**src/rtl/core/assert_macros.svh**
```systemverilog
// Assertion helpers shared by the RTL
`ifndef ASSERT_MACROS_SVH
`define ASSERT_MACROS_SVH

// Implication checked on every rising clock edge outside reset
`define ASSERT_IMPL(label, clk, rst_n, ante, cons) \
  label: assert property (@(posedge clk) disable iff (!rst_n) (ante) |-> (cons)) \
    else $error("assertion failed");

// Next-cycle implication checked outside reset
`define ASSERT_NEXT(label, clk, rst_n, ante, cons) \
  label: assert property (@(posedge clk) disable iff (!rst_n) (ante) |=> (cons)) \
    else $error("assertion failed");

`endif

```
**src/rtl/core/scc_pkg.sv**
```systemverilog
`timescale 1ns / 1ps
package scc_pkg;
  localparam int unsigned BlockBytes = 64;
  localparam int unsigned TailLimit  = 56;
  localparam logic [7:0]  PadMark    = 8'h80;
  localparam int unsigned BufAw      = 6;
  localparam int unsigned StAw       = 2;

  localparam logic [31:0] InitA = 32'h67452301;
  localparam logic [31:0] InitB = 32'hefcdab89;
  localparam logic [31:0] InitC = 32'h98badcfe;
  localparam logic [31:0] InitD = 32'h10325476;

  // request from the control sequencer to the compression engine
  typedef struct packed {
    logic       start;
    logic       use_buf;   // message bytes come from the block buffer
    logic       fin;       // final padded block
    logic       tail_hi;   // tail of 56 or more
    logic       len_blk;   // length-only block after a long tail
    logic [5:0] tail;
    logic [31:0] a_num;
  } scc_req_t;

  function automatic logic [31:0] round_k(input logic [5:0] i);
    logic [31:0] k;
    case (i)
      6'd0: k = 32'hd76aa478;  6'd1: k = 32'he8c7b756;  6'd2: k = 32'h242070db;
      6'd3: k = 32'hc1bdceee;  6'd4: k = 32'hf57c0faf;  6'd5: k = 32'h4787c62a;
      6'd6: k = 32'ha8304613;  6'd7: k = 32'hfd469501;  6'd8: k = 32'h698098d8;
      6'd9: k = 32'h8b44f7af;  6'd10: k = 32'hffff5bb1; 6'd11: k = 32'h895cd7be;
      6'd12: k = 32'h6b901122; 6'd13: k = 32'hfd987193; 6'd14: k = 32'ha679438e;
      6'd15: k = 32'h49b40821; 6'd16: k = 32'hf61e2562; 6'd17: k = 32'hc040b340;
      6'd18: k = 32'h265e5a51; 6'd19: k = 32'he9b6c7aa; 6'd20: k = 32'hd62f105d;
      6'd21: k = 32'h02441453; 6'd22: k = 32'hd8a1e681; 6'd23: k = 32'he7d3fbc8;
      6'd24: k = 32'h21e1cde6; 6'd25: k = 32'hc33707d6; 6'd26: k = 32'hf4d50d87;
      6'd27: k = 32'h455a14ed; 6'd28: k = 32'ha9e3e905; 6'd29: k = 32'hfcefa3f8;
      6'd30: k = 32'h676f02d9; 6'd31: k = 32'h8d2a4c8a; 6'd32: k = 32'hfffa3942;
      6'd33: k = 32'h8771f681; 6'd34: k = 32'h6d9d6122; 6'd35: k = 32'hfde5380c;
      6'd36: k = 32'ha4beea44; 6'd37: k = 32'h4bdecfa9; 6'd38: k = 32'hf6bb4b60;
      6'd39: k = 32'hbebfbc70; 6'd40: k = 32'h289b7ec6; 6'd41: k = 32'heaa127fa;
      6'd42: k = 32'hd4ef3085; 6'd43: k = 32'h04881d05; 6'd44: k = 32'hd9d4d039;
      6'd45: k = 32'he6db99e5; 6'd46: k = 32'h1fa27cf8; 6'd47: k = 32'hc4ac5665;
      6'd48: k = 32'hf4292244; 6'd49: k = 32'h432aff97; 6'd50: k = 32'hab9423a7;
      6'd51: k = 32'hfc93a039; 6'd52: k = 32'h655b59c3; 6'd53: k = 32'h8f0ccc92;
      6'd54: k = 32'hffeff47d; 6'd55: k = 32'h85845dd1; 6'd56: k = 32'h6fa87e4f;
      6'd57: k = 32'hfe2ce6e0; 6'd58: k = 32'ha3014314; 6'd59: k = 32'h4e0811a1;
      6'd60: k = 32'hf7537e82; 6'd61: k = 32'hbd3af235; 6'd62: k = 32'h2ad7d2bb;
      default: k = 32'heb86d391;
    endcase
    return k;
  endfunction

  function automatic logic [4:0] round_s(input logic [5:0] i);
    logic [4:0] s;
    case ({i[5:4], i[1:0]})
      4'd0: s = 5'd7;   4'd1: s = 5'd12;  4'd2: s = 5'd17;  4'd3: s = 5'd22;
      4'd4: s = 5'd5;   4'd5: s = 5'd9;   4'd6: s = 5'd14;  4'd7: s = 5'd20;
      4'd8: s = 5'd4;   4'd9: s = 5'd11;  4'd10: s = 5'd16; 4'd11: s = 5'd23;
      4'd12: s = 5'd6;  4'd13: s = 5'd10; 4'd14: s = 5'd15; default: s = 5'd21;
    endcase
    return s;
  endfunction

  // message word index used by round i
  function automatic logic [3:0] round_g(input logic [5:0] i);
    logic [3:0] g;
    case (i[5:4])
      2'd0: g = i[3:0];
      2'd1: g = 4'(i[3:0] * 4'd5 + 4'd1);
      2'd2: g = 4'(i[3:0] * 4'd3 + 4'd5);
      default: g = 4'(i[3:0] * 4'd7);
    endcase
    return g;
  endfunction

  function automatic logic [31:0] init_word(input logic [1:0] k);
    logic [31:0] v;
    case (k)
      2'd0: v = InitA;
      2'd1: v = InitB;
      2'd2: v = InitC;
      default: v = InitD;
    endcase
    return v;
  endfunction
endpackage

```
**src/rtl/core/scc_ram.sv**
```systemverilog
`timescale 1ns / 1ps
module scc_ram #(
  parameter int unsigned Width = 8,
  parameter int unsigned Depth = 64
) (
  input  logic                     clk,
  input  logic                     we,
  input  logic [$clog2(Depth)-1:0] waddr,
  input  logic [Width-1:0]         wdata,
  input  logic [$clog2(Depth)-1:0] raddr,
  output logic [Width-1:0]         rdata
);
  logic [Width-1:0] mem [Depth];

  always_ff @(posedge clk) begin
    if (we) begin
      mem[waddr] <= wdata;
    end
    rdata <= mem[raddr];
  end
endmodule

```
**src/rtl/core/scc_engine.sv**
```systemverilog
`timescale 1ns / 1ps
`include "assert_macros.svh"
// MD5 compression: a fetch pass gathers the 64 block bytes into 16 message words, then the
// four state words are read, 64 rounds run one per cycle and the state words are added back.
module scc_engine (
  input  logic                          clk,
  input  logic                          rst_n,
  input  scc_pkg::scc_req_t             req,
  output logic                          busy,
  output logic                          done,
  output logic [scc_pkg::BufAw-1:0]     buf_raddr,
  input  logic [7:0]                    buf_rdata,
  input  logic                          hold_out,
  output logic                          st_rst,
  output logic [scc_pkg::StAw-1:0]      st_raddr,
  input  logic [31:0]                   st_rdata,
  output logic                          st_we,
  output logic [scc_pkg::StAw-1:0]      st_waddr,
  output logic [31:0]                   st_wdata
);
  localparam logic [2:0] S_IDLE = 3'd0;
  localparam logic [2:0] S_LOAD = 3'd1;
  localparam logic [2:0] S_INIT = 3'd2;
  localparam logic [2:0] S_RND  = 3'd3;
  localparam logic [2:0] S_ADD  = 3'd4;

  logic [2:0]  state_r, state_nxt;
  logic [6:0]  cnt_r, cnt_nxt;
  scc_pkg::scc_req_t req_r;
  logic [31:0] mw_r [16];
  logic [31:0] a_r, b_r, c_r, d_r;
  logic        ld_v_r;
  logic [5:0]  ld_pos_r;
  logic [7:0]  byte_v;
  logic [5:0]  fpos;
  logic [31:0] f, sum, rot, bn, init_v;
  logic [5:0]  ri;

  assign busy = (state_r != S_IDLE);
  assign ri = cnt_r[5:0];
  // short-tail final block: message bytes sit four places behind the buffer address
  assign buf_raddr = (req_r.fin && !req_r.tail_hi) ? 6'(cnt_r[5:0] - 6'd4) : cnt_r[5:0];
  assign st_raddr = cnt_r[1:0];
  assign st_rst = 1'b0;

  // byte of the block being compressed at position ld_pos_r
  always_comb begin
    fpos = 6'(ld_pos_r - 6'd4);
    byte_v = 8'h00;
    if (!req_r.fin) begin
      byte_v = buf_rdata;
    end else if (req_r.len_blk) begin
      if (ld_pos_r < 6'd4) byte_v = req_r.a_num[ld_pos_r[1:0]*8 +: 8];
    end else if (req_r.tail_hi) begin
      if (ld_pos_r < req_r.tail) byte_v = buf_rdata;
      else if (ld_pos_r == req_r.tail) byte_v = scc_pkg::PadMark;
    end else begin
      if (ld_pos_r < 6'd4) byte_v = req_r.a_num[ld_pos_r[1:0]*8 +: 8];
      else if (fpos < req_r.tail) byte_v = buf_rdata;
      else if (fpos == req_r.tail) byte_v = scc_pkg::PadMark;
    end
    bn = (req_r.a_num >> 2) | 32'd1;
    if (req_r.fin && !(req_r.tail_hi && !req_r.len_blk) && ld_pos_r >= 6'd60) begin
      byte_v = bn[ld_pos_r[1:0]*8 +: 8];
    end
  end

  always_comb begin
    case (ri[5:4])
      2'd0: f = (b_r & c_r) | (~b_r & d_r);
      2'd1: f = (d_r & b_r) | (~d_r & c_r);
      2'd2: f = b_r ^ c_r ^ d_r;
      default: f = c_r ^ (b_r | ~d_r);
    endcase
    sum = a_r + f + scc_pkg::round_k(ri) + mw_r[scc_pkg::round_g(ri)];
    rot = (sum << scc_pkg::round_s(ri)) | (sum >> (6'd32 - {1'b0, scc_pkg::round_s(ri)}));
    init_v = st_rdata;
  end

  always_comb begin
    state_nxt = state_r;
    cnt_nxt = cnt_r;
    done = 1'b0;
    st_we = 1'b0;
    st_waddr = 2'd0;
    st_wdata = 32'd0;
    unique case (state_r)
      S_IDLE: begin
        if (req.start) begin
          state_nxt = S_LOAD;
          cnt_nxt = 7'd0;
        end
      end
      S_LOAD: begin
        cnt_nxt = cnt_r + 7'd1;
        if (cnt_r == 7'd64) begin
          state_nxt = S_INIT;
          cnt_nxt = 7'd0;
        end
      end
      S_INIT: begin
        // read the four state words; each is captured in the cycle after its address is set
        cnt_nxt = cnt_r + 7'd1;
        if (cnt_r == 7'd4) begin
          state_nxt = S_RND;
          cnt_nxt = 7'd0;
        end
      end
      S_RND: begin
        cnt_nxt = cnt_r + 7'd1;
        if (cnt_r == 7'd63) begin
          state_nxt = S_ADD;
          cnt_nxt = 7'd0;
        end
      end
      S_ADD: begin
        if (!hold_out) begin
          cnt_nxt = cnt_r + 7'd1;
          if (cnt_r >= 7'd1) begin
            st_we = 1'b1;
            st_waddr = 2'(cnt_r - 7'd1);
            case (st_waddr)
              2'd0: st_wdata = st_rdata + a_r;
              2'd1: st_wdata = st_rdata + b_r;
              2'd2: st_wdata = st_rdata + c_r;
              default: st_wdata = st_rdata + d_r;
            endcase
          end
          if (cnt_r == 7'd4) begin
            state_nxt = S_IDLE;
            done = 1'b1;
          end
        end
      end
      default: state_nxt = S_IDLE;
    endcase
  end

  always_ff @(posedge clk) begin
    if (!rst_n) begin
      state_r <= S_IDLE;
      cnt_r <= 7'd0;
      ld_v_r <= 1'b0;
    end else begin
      state_r <= state_nxt;
      cnt_r <= cnt_nxt;
      ld_v_r <= (state_r == S_LOAD) && (cnt_r < 7'd64);
    end
  end

  always_ff @(posedge clk) begin
    if (state_r == S_IDLE && req.start) begin
      req_r <= req;
    end
    ld_pos_r <= cnt_r[5:0];
    if (ld_v_r) begin
      mw_r[ld_pos_r[5:2]][ld_pos_r[1:0]*8 +: 8] <= byte_v;
    end
    if (state_r == S_INIT && cnt_r >= 7'd1) begin
      case (2'(cnt_r - 7'd1))
        2'd0: a_r <= init_v;
        2'd1: b_r <= init_v;
        2'd2: c_r <= init_v;
        default: d_r <= init_v;
      endcase
    end else if (state_r == S_RND) begin
      a_r <= d_r;
      d_r <= c_r;
      c_r <= b_r;
      b_r <= b_r + rot;
    end
  end

  `ASSERT_NEXT(a_done_idle, clk, rst_n, done, !busy)
  `ASSERT_IMPL(a_we_add, clk, rst_n, st_we, state_r == S_ADD)
  `ASSERT_IMPL(a_start_idle, clk, rst_n, state_r == S_LOAD && cnt_r == 7'd0, req_r.start)
endmodule

```
**src/rtl/core/shader_container_checksum.sv**
```systemverilog
`timescale 1ns / 1ps
`include "assert_macros.svh"
// A byte that completes a block stalls input for one compression (start, fetch, state read,
// rounds, state add); the last byte stalls it until its digest has been taken.
// The last byte runs one or two compressions; the first digest word is offered after them,
// and words A..D follow in order, each once the one before is taken, set by the registered
// state reads. The shared round unit sets the throughput.
// Reset (rst_n low, synchronous): clears control; the hash state then reloads in C_INIT.
module shader_container_checksum (
  input  logic        clk,
  input  logic        rst_n,
  input  logic        in_tvalid,
  output logic        in_tready,
  input  logic [7:0]  in_tdata,   // [7:0] message_byte
  input  logic        in_tlast,   // last_byte
  output logic        out_tvalid,
  input  logic        out_tready,
  output logic [39:0] out_tdata,  // [31:0] digest_word, [33:32] word_index, zero pad
  output logic        out_tlast   // final_word
);
  localparam logic [2:0] C_INIT = 3'd0;
  localparam logic [2:0] C_RUN  = 3'd1;
  localparam logic [2:0] C_BLK  = 3'd2;
  localparam logic [2:0] C_FIN1 = 3'd3;
  localparam logic [2:0] C_FIN2 = 3'd4;
  localparam logic [2:0] C_OUT  = 3'd5;

  logic [2:0]  cst_r, cst_nxt;
  logic [31:0] cnt_r;
  logic [31:0] cnt_inc;
  logic [1:0]  ow_r;
  logic        orv_r;
  logic [1:0]  ii_r;
  logic        go_r;
  logic        go_fin_r;
  logic        tail_hi_r;
  logic        done, busy, acc;
  scc_pkg::scc_req_t req;
  logic [5:0]  buf_raddr;
  logic [7:0]  buf_rdata;
  logic        st_rst;
  logic [1:0]  st_raddr, e_waddr, s_waddr, s_raddr;
  logic [31:0] st_rdata, e_wdata, s_wdata;
  logic        e_we, s_we;

  assign cnt_inc = cnt_r + 32'd1;
  assign in_tready = (cst_r == C_RUN) && !busy;
  assign acc = in_tvalid && in_tready;

  scc_ram #(.Width(8), .Depth(scc_pkg::BlockBytes)) u_buf (
    .clk(clk), .we(acc), .waddr(cnt_r[5:0]), .wdata(in_tdata),
    .raddr(buf_raddr), .rdata(buf_rdata)
  );

  always_comb begin
    s_we = e_we;
    s_waddr = e_waddr;
    s_wdata = e_wdata;
    s_raddr = st_raddr;
    if (cst_r == C_INIT) begin
      s_we = 1'b1;
      s_waddr = ii_r;
      s_wdata = scc_pkg::init_word(ii_r);
    end else if (cst_r == C_OUT) begin
      s_raddr = ow_r;
    end
  end

  scc_ram #(.Width(32), .Depth(4)) u_st (
    .clk(clk), .we(s_we), .waddr(s_waddr), .wdata(s_wdata),
    .raddr(s_raddr), .rdata(st_rdata)
  );

  always_comb begin
    req = '0;
    req.start = go_r;
    req.use_buf = 1'b1;
    req.tail = cnt_r[5:0];
    req.a_num = {cnt_r[28:0], 3'b000};
    req.tail_hi = tail_hi_r;
    req.fin = (cst_r == C_FIN1) || (cst_r == C_FIN2);
    req.len_blk = (cst_r == C_FIN2);
  end

  scc_engine u_eng (
    .clk(clk), .rst_n(rst_n), .req(req), .busy(busy), .done(done),
    .buf_raddr(buf_raddr), .buf_rdata(buf_rdata), .hold_out(1'b0),
    .st_rst(st_rst), .st_raddr(st_raddr), .st_rdata(st_rdata),
    .st_we(e_we), .st_waddr(e_waddr), .st_wdata(e_wdata)
  );

  // the output register is loaded from the registered state read, tracked by rd_pend_r
  logic rd_pend_r;
  logic [1:0] rd_idx_r;

  always_comb begin
    cst_nxt = cst_r;
    unique case (cst_r)
      C_INIT: if (ii_r == 2'd3) cst_nxt = C_RUN;
      C_RUN: begin
        if (acc) begin
          if (in_tlast) cst_nxt = (cnt_inc[5:0] == 6'd0) ? C_BLK : C_FIN1;
          else if (cnt_inc[5:0] == 6'd0) cst_nxt = C_BLK;
        end
      end
      C_BLK: if (done) cst_nxt = go_fin_r ? C_FIN1 : C_RUN;
      C_FIN1: if (done) cst_nxt = tail_hi_r ? C_FIN2 : C_OUT;
      C_FIN2: if (done) cst_nxt = C_OUT;
      C_OUT: if (orv_r && out_tready && rd_idx_r == 2'd3) cst_nxt = C_INIT;
      default: cst_nxt = C_INIT;
    endcase
  end

  always_ff @(posedge clk) begin
    if (!rst_n) begin
      cst_r <= C_INIT;
      cnt_r <= 32'd0;
      ii_r <= 2'd0;
      go_r <= 1'b0;
      go_fin_r <= 1'b0;
      tail_hi_r <= 1'b0;
      orv_r <= 1'b0;
      ow_r <= 2'd0;
      rd_pend_r <= 1'b0;
      rd_idx_r <= 2'd0;
    end else begin
      cst_r <= cst_nxt;
      go_r <= 1'b0;
      if (cst_r == C_INIT) begin
        ii_r <= ii_r + 2'd1;
        cnt_r <= 32'd0;
        ow_r <= 2'd0;
      end
      if (acc) begin
        cnt_r <= cnt_inc;
        go_fin_r <= in_tlast;
        tail_hi_r <= (cnt_inc[5:0] >= 6'(scc_pkg::TailLimit));
        if (in_tlast || cnt_inc[5:0] == 6'd0) go_r <= 1'b1;
      end
      if (done && ((cst_r == C_BLK && go_fin_r) || (cst_r == C_FIN1 && tail_hi_r))) begin
        go_r <= 1'b1;
      end
      // read one state word, then show it until taken
      rd_pend_r <= 1'b0;
      if (cst_r == C_OUT && !orv_r && !rd_pend_r) begin
        rd_pend_r <= 1'b1;
        rd_idx_r <= ow_r;
      end
      if (rd_pend_r) begin
        orv_r <= 1'b1;
        out_tdata <= {6'd0, rd_idx_r, st_rdata};
        out_tlast <= (rd_idx_r == 2'd3);
        ow_r <= ow_r + 2'd1;
      end
      if (orv_r && out_tready) orv_r <= 1'b0;
    end
  end

  assign out_tvalid = orv_r;

  `ASSERT_IMPL(a_no_in_busy, clk, rst_n, in_tready, !busy)
  `ASSERT_IMPL(a_out_phase, clk, rst_n, out_tvalid, cst_r == C_OUT)
  `ASSERT_NEXT(a_last_init, clk, rst_n, out_tvalid && out_tready && out_tlast, cst_r == C_INIT)
endmodule

```
**config.mk**
```make
export PLATFORM = sky130hd
export DESIGN_NAME = shader_container_checksum
export DESIGN_NICKNAME = d
export VERILOG_FILES = /design/src/rtl/core/scc_pkg.sv /design/src/rtl/core/scc_ram.sv /design/src/rtl/core/scc_engine.sv /design/src/rtl/core/shader_container_checksum.sv
export VERILOG_INCLUDE_DIRS = /design/src /design/src/rtl/core
export SDC_FILE = /design/constraint.sdc
export NUM_CORES = 2
export LEC_CHECK = 0
export BUFFER_PORTS_ARGS = -buffer_cell sky130_fd_sc_hd__buf_2
export CAP_MARGIN = 20
export CORE_MARGIN = 1.5
export CORE_UTILIZATION = 68
export CTS_BUF_LIST = sky130_fd_sc_hd__clkbuf_16
export CTS_CLUSTER_SIZE = 28
export DETAILED_ROUTE_END_ITERATION = 8
export PLACE_DENSITY_LB_ADDON = 0.2
export SLEW_MARGIN = 15
export SYNTH_ARGS = -nofsm -noshare
export SYNTH_HDL_FRONTEND = slang
export SYNTH_SLANG_ARGS = --single-unit
```
**constraint.sdc**
```tcl
create_clock -name clk -period 23.6 [get_ports clk]
set_clock_uncertainty 0.1 [all_clocks]
set_input_delay 2.36 -clock clk [delete_from_list [all_inputs] [get_ports clk]]
set_output_delay 2.36 -clock clk [all_outputs]
set_load 0.05 [all_outputs]
```
==> impl_metrics.ini <==
[job]
maxCapViolCount = 0

[synth]
yosys.area.top_type = edfxtp_1
ys_top_cells_by_area = edfxtp_1, mux4_2, dfxtp_1
syn_area_per_cell_um2 = 13.2
syn_area_um2 = 73500
yosysWarnings = 0
async_flop_share_pct = 0
ys_ff_latch = 1484
synthDistinctLibCells = 91
ys_seq_area_share_pct = 58.8
synthCells = 5572
synth_top_area_share_pct = 55.0
synthFlopType = edfxtp_1
synth_edf_count = 1347

[grt]
grt_max_degree = 102
grtUsageTotal_pct = 40.3
grt_first_pass_wirelength_um = 326000
grt-ovfl-total = 0
grt_antenna_before_repair = 12
grt_pass1_vias = 49300

[floorplanning]
core_region_area_um2 = 107000
io_pins = 56
dieHeight_um = 332
die_area_um2 = 110000
row_count = 120
initial_core_util_pct = 68.7
fp.dieW_um = 332

[critical_path]
endpoint_kind = register
r2r_end = u_eng.b_r[28]
reg2reg_from = u_eng.cnt_r[1]
reg2reg_depth = 38
crit_slowest_cell = a2111oi_2
r2r_slack_ns = 10.12
startpoint_type = register
max_stage_delay_ns = 0.82
crit_type = register to register
critical_path.top_delay_family = compound AO/OA/AOI/OAI gates
cp.buffers_inverters = 5
startpoint = u_eng.cnt_r[1]
cp.required_ns = 24.02
cp.arrival_ns = 13.90
cp_max_fo = 43

[sta]
rsz0062_at_grt = false
final-max-slew-violation-count = 0
hold_viol = 0
setup_tns_ns = 0
relSlewSlack_pct = 21.3
finalCritPeriodShare_pct = 57.1
hold_slack_ns = 0.379
period_needed_ns = 13.48
fmax_mhz = 74.2
worst_pin_slew_ns = 1.18
finalSetupViolCount = 0

[detailed_routing]
vias_per_cell = 7.27
drc = 0
antenna_left = 0
routedWlPerCell_um = 31.6
routed_wl_um = 222000
firstDrtPassIters = 7
drtIter0Drc = 8832
num_vias = 51100

[clock_tree]
path_clk_slew_ns = 0.06
postCtsSetupBuffers = 0
cts_buffers = 145
cts.sinks = 1484
h-tree-depth = 4
postCtsResizedCells = 0
cts_root_buffer = clkbuf_16
cts_tree = done
clock_latency_ns = 0.79
cts_buffer_depth = 3
cts_hold_buf = 0

[layout]
layout_commonest_cell = edfxtp_1
nets = 5741
synthToLayoutAreaGrowth_pct = 8.26
fin_area_um2 = 79600
layout_common_cells = edfxtp_1, nand2_1, nor2_1
layout-drive-gt1-share_pct = 14.0

[worst_hold_path]
hp-class = register to register
whs_endpoint = u_eng.bn[26]
hp-start = cnt_r[25]
hold_depth = 0

[placed_design]
dp_hpwl_um = 141000
placed_area_um2 = 75000
numPortBuffers = 49
gp_congestion = 0.997

[power_and_ir_drop]
worst_ir_drop_vdd_mv = 0.140
static-leakage-power_nw = 27.0
powerDensity_nw_per_um2 = 79.7

[outcome]
status = finished, final reports clean
-- state kept, by name (all words and copies together), names as in the netlist, 2 cells and up, named ones only --
register	count
cnt_r	29
cst_r	3
ii_r	2
out_tdata	34
ow_r	2
rd_idx_r	2
u_buf.mem	512
u_buf.rdata	8
u_eng.a_r	32
u_eng.b_r	32
u_eng.bn	24
u_eng.c_r	32
u_eng.cnt_r	7
u_eng.d_r	32
u_eng.ld_pos_r	6
u_eng.mw_r	512
u_eng.req_r	8
u_eng.state_r	3
u_st.mem	128
u_st.rdata	32
-- metrics by stage --
step / instances / worst slack (ns) / power [mW] / utilization (%)
finish: 7032 / 10.12 / 6.34 / 74.3
global route: 7029 / 9.11 / 6.48 / 74.3
CTS: 7022 / 10.09 / 6.29 / 74.2
detailed placement: 6760 / 10.16 / 4.07 / 70.0
global placement: 6760 / 10.46 / 4.04 / 70.0
floorplan: 5577 / 12.11 / 3.75 / -
-- logic make-up (layout without fill, tap and decap cells) --
group	count (synthesis)	after routing	share of synthesized area [%]
XOR/XNOR	153	153	1.84
other	1	9	0.00510
multiplexers	446	446	11.8
buffers and inverters	608	657	3.19
adder cells (fa/ha/maj)	248	248	4.79
flip-flops	1484	1484	58.8
AO/OA/AOI/OAI	1208	1208	10.9
AND/OR/NAND/NOR	1424	1424	8.67
-- metal layers --
metal	GRT usage, %	up-vias	routed length, µm
met3	9.55	715	28700
met1	55.7	25100	80200
met5	0	-	131
met4	19.9	18	13200
li1	-	21200	-
met2	60.7	4102	100000
-- cells in the mapped netlist (100+ instances only) --
master	count
clkbuf_1	251
inv_1	250
ha_1	151
mux4_2	336
a21oi_1	257
nor2_1	385
o21ai_0	255
edfxtp_1	1347
nand2_1	577
and2_1	100
a31oi_1	165
nand3_1	111
dfxtp_1	137
-- worst max-delay path by stage --
stage | endpoint | slack [ns] | depth (start not counted)
2_1_floorplan | u_eng.b_r[28] | 12.11 | 45
3_3_place_gp | u_eng.b_r[31] | 10.46 | 38
3_5_place_dp | u_eng.b_r[28] | 10.16 | 38
6_report | u_eng.b_r[28] | 10.12 | 38
4_1_cts | u_eng.b_r[28] | 10.09 | 38
5_1_grt | u_eng.b_r[28] | 9.11 | 38
-- where the power goes --
part           total, mW  internal, mW  switching, mW
registers           3.18          3.06          0.118
clock network       2.25          1.23           1.02
logic              0.910         0.323          0.587
-- area by class of cell --
cell class	instances	area, µm²
Sequential cell	1484	43200
Tap cell	1403	1760
Multi-Input combinational cell	3485	28200
Timing Repair Buffer	138	945
Clock buffer	147	3680
Clock inverter	115	836
Fill cell	6343	27500
Inverter	257	965
Antenna cell	3	7.51
Note: power is estimated with default switching activity, not from simulation.
